==> config.mk <==
export PLATFORM = sky130hd
export DESIGN_NAME = pcm_ram
export DESIGN_NICKNAME = d
export VERILOG_FILES = /design/src/hdl/pcm_ram.sv
export SDC_FILE = /design/constraint.sdc
export NUM_CORES = 2
export LEC_CHECK = 0
export ABC_AREA = 1
export BUFFER_PORTS_ARGS = -buffer_cell sky130_fd_sc_hd__buf_2
export CELL_PAD_IN_SITES_DETAIL_PLACEMENT = 0
export CELL_PAD_IN_SITES_GLOBAL_PLACEMENT = 1
export CORE_MARGIN = 2
export CORE_UTILIZATION = 36
export CTS_CLUSTER_SIZE = 14
export DETAILED_ROUTE_END_ITERATION = 7
export PLACE_DENSITY_LB_ADDON = 0.1
export REMOVE_ABC_BUFFERS = 1
export SYNTH_ARGS = -nofsm -noshare
export SYNTH_HDL_FRONTEND = slang
export SYNTH_SLANG_ARGS = --single-unit
==> constraint.sdc <==
create_clock -name clock -period 5.07 [get_ports clock]
set_input_delay 0.507 -clock clock [delete_from_list [all_inputs] [get_ports clock]]
set_output_delay 0.507 -clock clock [all_outputs]
set_load 0.01 [all_outputs]
==> src/hdl/pcm_ram.sv <==
// Generic single-port-write, single-port-read RAM with a registered read.
module pcm_ram #(
   parameter int WIDTH = 8,
   parameter int DEPTH = 512
) (
   input  logic                                        clock,
   input  logic                                        wr_en,
   input  logic [((DEPTH > 1) ? $clog2(DEPTH) : 1)-1:0] wr_addr,
   input  logic [WIDTH-1:0]                            wr_data,
   input  logic [((DEPTH > 1) ? $clog2(DEPTH) : 1)-1:0] rd_addr,
   output logic [WIDTH-1:0]                            rd_data
);

   logic [WIDTH-1:0] mem_ff [DEPTH];
   logic [WIDTH-1:0] rd_data_ff;

   always_ff @(posedge clock) begin
      if (wr_en) begin
         mem_ff[wr_addr] <= wr_data;
      end
      rd_data_ff <= mem_ff[rd_addr];
   end

   assign rd_data = rd_data_ff;

endmodule

==> metrics.md <==
| Metric | Value |
|---|---|
| Status | finished clean |
| Longest Clk Path Bufs | 4 |
| Synth warn | 0 |
| Fin nets | 13,790 |
| Vias in the first global route | about 110k |
| I/O pins | 36 |
| Detailed placer's ending HPWL | between 300,000 and 400,000 um |
| Vias | 108,000 |
| RSZ-0062 raised after global routing | false |
| Critical-path top delay cell | nand3_1 |
| Synth Register Bits | approximately 4,100 |
| Clock sink count | between 4,000 and 5,000 |
| Pwr Density | slightly below 400 mW/mm^2 |
| Fillers | ~44,000 |
| CP Class | in2reg |
| Crit end category | flip-flop |
| Clk slew on worst S/H paths | approximately 0.070 ns |
| Worst-skew pair later-pin latency | 1.03 ns |
| CTS tree | yes |
| CP required | 6.03 ns |
| Drt pass-1 iters | 6 |
| Slew Viols, Final | 0 |
| Die ar. | between 0.4 and 0.5 mm^2 |
| Clock skew | between 0.05 and 0.06 ns |
| Crit-path cells | buf_12, inv_16, buf_12, nand2_1, nand3_1, nand3_1, nand3_1, nand3_1, nand3_1, nand3_1, nand3_1, nand3_1, nand2_1 |
| Sequential share of the synthesized area | 0.7387 |
| Met1 WL | 246,900 um |
| Top routing layer in use | met5 |
| # Max-Cap Violations | 0 |
| ANT nets after route | 0 |
| Post-synthesis instance area | 0.1667 mm^2 |
| Row Count | roughly 250 |
| H-tree Lvls | 5 |
| CTS root buf | clkbuf_16 |
| Initial core utilization | 0.3621 |
| Chip height | between 600 and 700 um |
| Leak | approximately 0.064 uW |
| Placed cell area | 0.1737 mm^2 |
| Critical path startpoint category | primary input |
| Most repeated library cell on the critical path | nand3_1 |
| First-pass GRT wire length | about 790,000 um |
| P&R area growth vs syn | 12.98% |
| Worst Tran Pin Value | roughly 1.5 ns |
| DR WL/cell | approximately 28 um |
| CORE AREA | 0.4605 mm^2 |
| Synthesized area per cell | ~12 um^2 |
| CTS Buf Count | approximately 460 |
| Drt drc | 0 |
| Layout cell share with drive strength beyond 1 | 0.07285 |
| Initial antenna violation count | 29 |
| Final Instance Area | roughly 0.19 mm^2 |
| Number of gates resized after CTS | 0 |
| Critical Path Max Stage Delay | 0.90 ns |
| Setup-failing EPs final | 0 |
| Placer Congestion | just over 0.8 |
| Max Clk Rate | between 0.2 and 0.3 GHz |
| Max_slew headroom | 0.01795 |
| GRT Util Overall | 0.2329 |
| Hold crit path type | in2reg |
| DIE WIDTH | ~680 um |
| Max Fanout on Critical Path | 100 |
| Met2 routed WL | 265,700 um |
| IO Port Bufs | 35 |
| 1st-iter DRT viols | 10,750 |
| Number of vias per cell | between 5 and 6 |
| Worst vdd ir | 0.0002887 V |
| Routed WL | 559,500 um |
| Largest net degree at the start of global routing | about 160 |
| Final hold viol count | 0 |
| GR Overflow Total | 0 |
| Final period utilization | 0.6881 |
| Crit path DAT | 4.45 ns |
| Synth Instances | ~14,000 |
| Hold slack | between 0.2 and 0.3 ns |
| Wire length on met3 | a little over 30,000 um |
| Min Tclk post-route | 3.489 ns |
| Unique masters post-synth | 16 |
## power breakdown
| group | internal (uW) | leakage [uW] | switching, uW |
|---|---|---|---|
| Sequential | 37400 | 0.0369 | 69.8 |
| Combinational | 1060 | 0.0205 | 3620 |
| Clock | 18500 | 0.00704 | 13900 |
## path summary, 6_finish.rpt
kind / startpoint / endpoint / slack [ns] / depth (start not counted)
setup / recovery: rd_addr[0] / rd_data[4] / 1.58 / 13
hold / removal: rd_addr[7] / rd_data[1] / 0.28 / 4
setup reg to reg: mem_ff[421][4] / rd_data[4] / 2.12 / 10
hold reg to reg: mem_ff[362][3] / rd_data[3] / 1.01 / 10
## metrics by stage
step	setup slack, ns	util	TNS [ns]	power [uW]	instances
after CTS	1.678	0.4089	0	75270	20300
after floorplan	-5.821	-	-46.52	40280	12910
final	1.581	0.4091	0	74560	20340
after global placement	0.4638	0.3772	0	42870	19450
after detailed placement	0.5569	0.3772	0	42880	19450
after global routing	1.523	0.4090	0	76800	20330
## cells in the mapped netlist (all sizes together)
cell type / n / area, um^2
clkbuf: 184 / 690.7
inv: 39 / 151.4
dfxtp: 8 / 160.2
nor3: 11 / 55.05
nand2: 4160 / 15610
buf: 799 / 4710
nor2: 514 / 1929
edfxtp: 4096 / 123000
nand3: 4080 / 20420
## critical path, delay by kind of cell
kind | cells | cell delay, ns
simple gates | 10 | 2.36
buf+inv | 3 | 1.21
## cell families after synthesis
logic type             after synthesis  synth area share
buffers and inverters             1022           0.03330
AND/OR/NAND/NOR                   8765            0.2280
flip-flops                        4104            0.7387
## registers in the layout (all words and copies together), names as in the netlist
name	cells
mem_ff	4096
rd_data	8
## layer usage
layer  global-route usage  vias to the layer above
met5                    0                        -
met4              0.07032                        6
met3              0.02863                      702
met2               0.3810                     3204
met1               0.3253                    54720
li1                     -                    49330
## cells in the final DEF (no fill, tap or decap)
master,count
inv_4,1
dfxtp_1,8
clkinv_2,81
nand2_1,4145
diode_2,38
clkbuf_16,462
clkinv_4,3
nand3_1,4080
buf_2,21
clkinv_16,9
clkinvlp_4,12
inv_16,4
bufinv_16,35
nor3_1,9
inv_6,5
buf_6,1
buf_8,11
dlygate4sd3_1,9
nand2_4,15
clkinv_1,123
buf_12,124
nor2_1,512
edfxtp_1,4096
inv_8,2
buf_4,232
inv_1,32
clkinv_8,5
clkbuf_8,4
nor2_2,2
clkbuf_1,108
nor3_2,2
## timing repair
action | in CTS | in global routing
endpoints found under the setup margin | 0 | 0
buffers inserted | 0 | 0
endpoints found under the hold margin | 262 | 0
hold buffers | 9 | 0
## area by class of cell
class / count / area, um^2 / share of cell area
Multi-Input combinational cell: 8765 / 38150 / 0.2025
Timing Repair Buffer: 398 / 4596 / 0.02440
Tap cell: 6149 / 7694 / 0.04084
Inverter: 39 / 202.7 / 0.001076
Clock buffer: 574 / 12020 / 0.06382
Clock inverter: 273 / 2456 / 0.01304
Antenna cell: 38 / 95.09 / 0.0005048
Sequential cell: 4104 / 123200 / 0.6538
No activity file was read; power rests on OpenSTA's default activity.
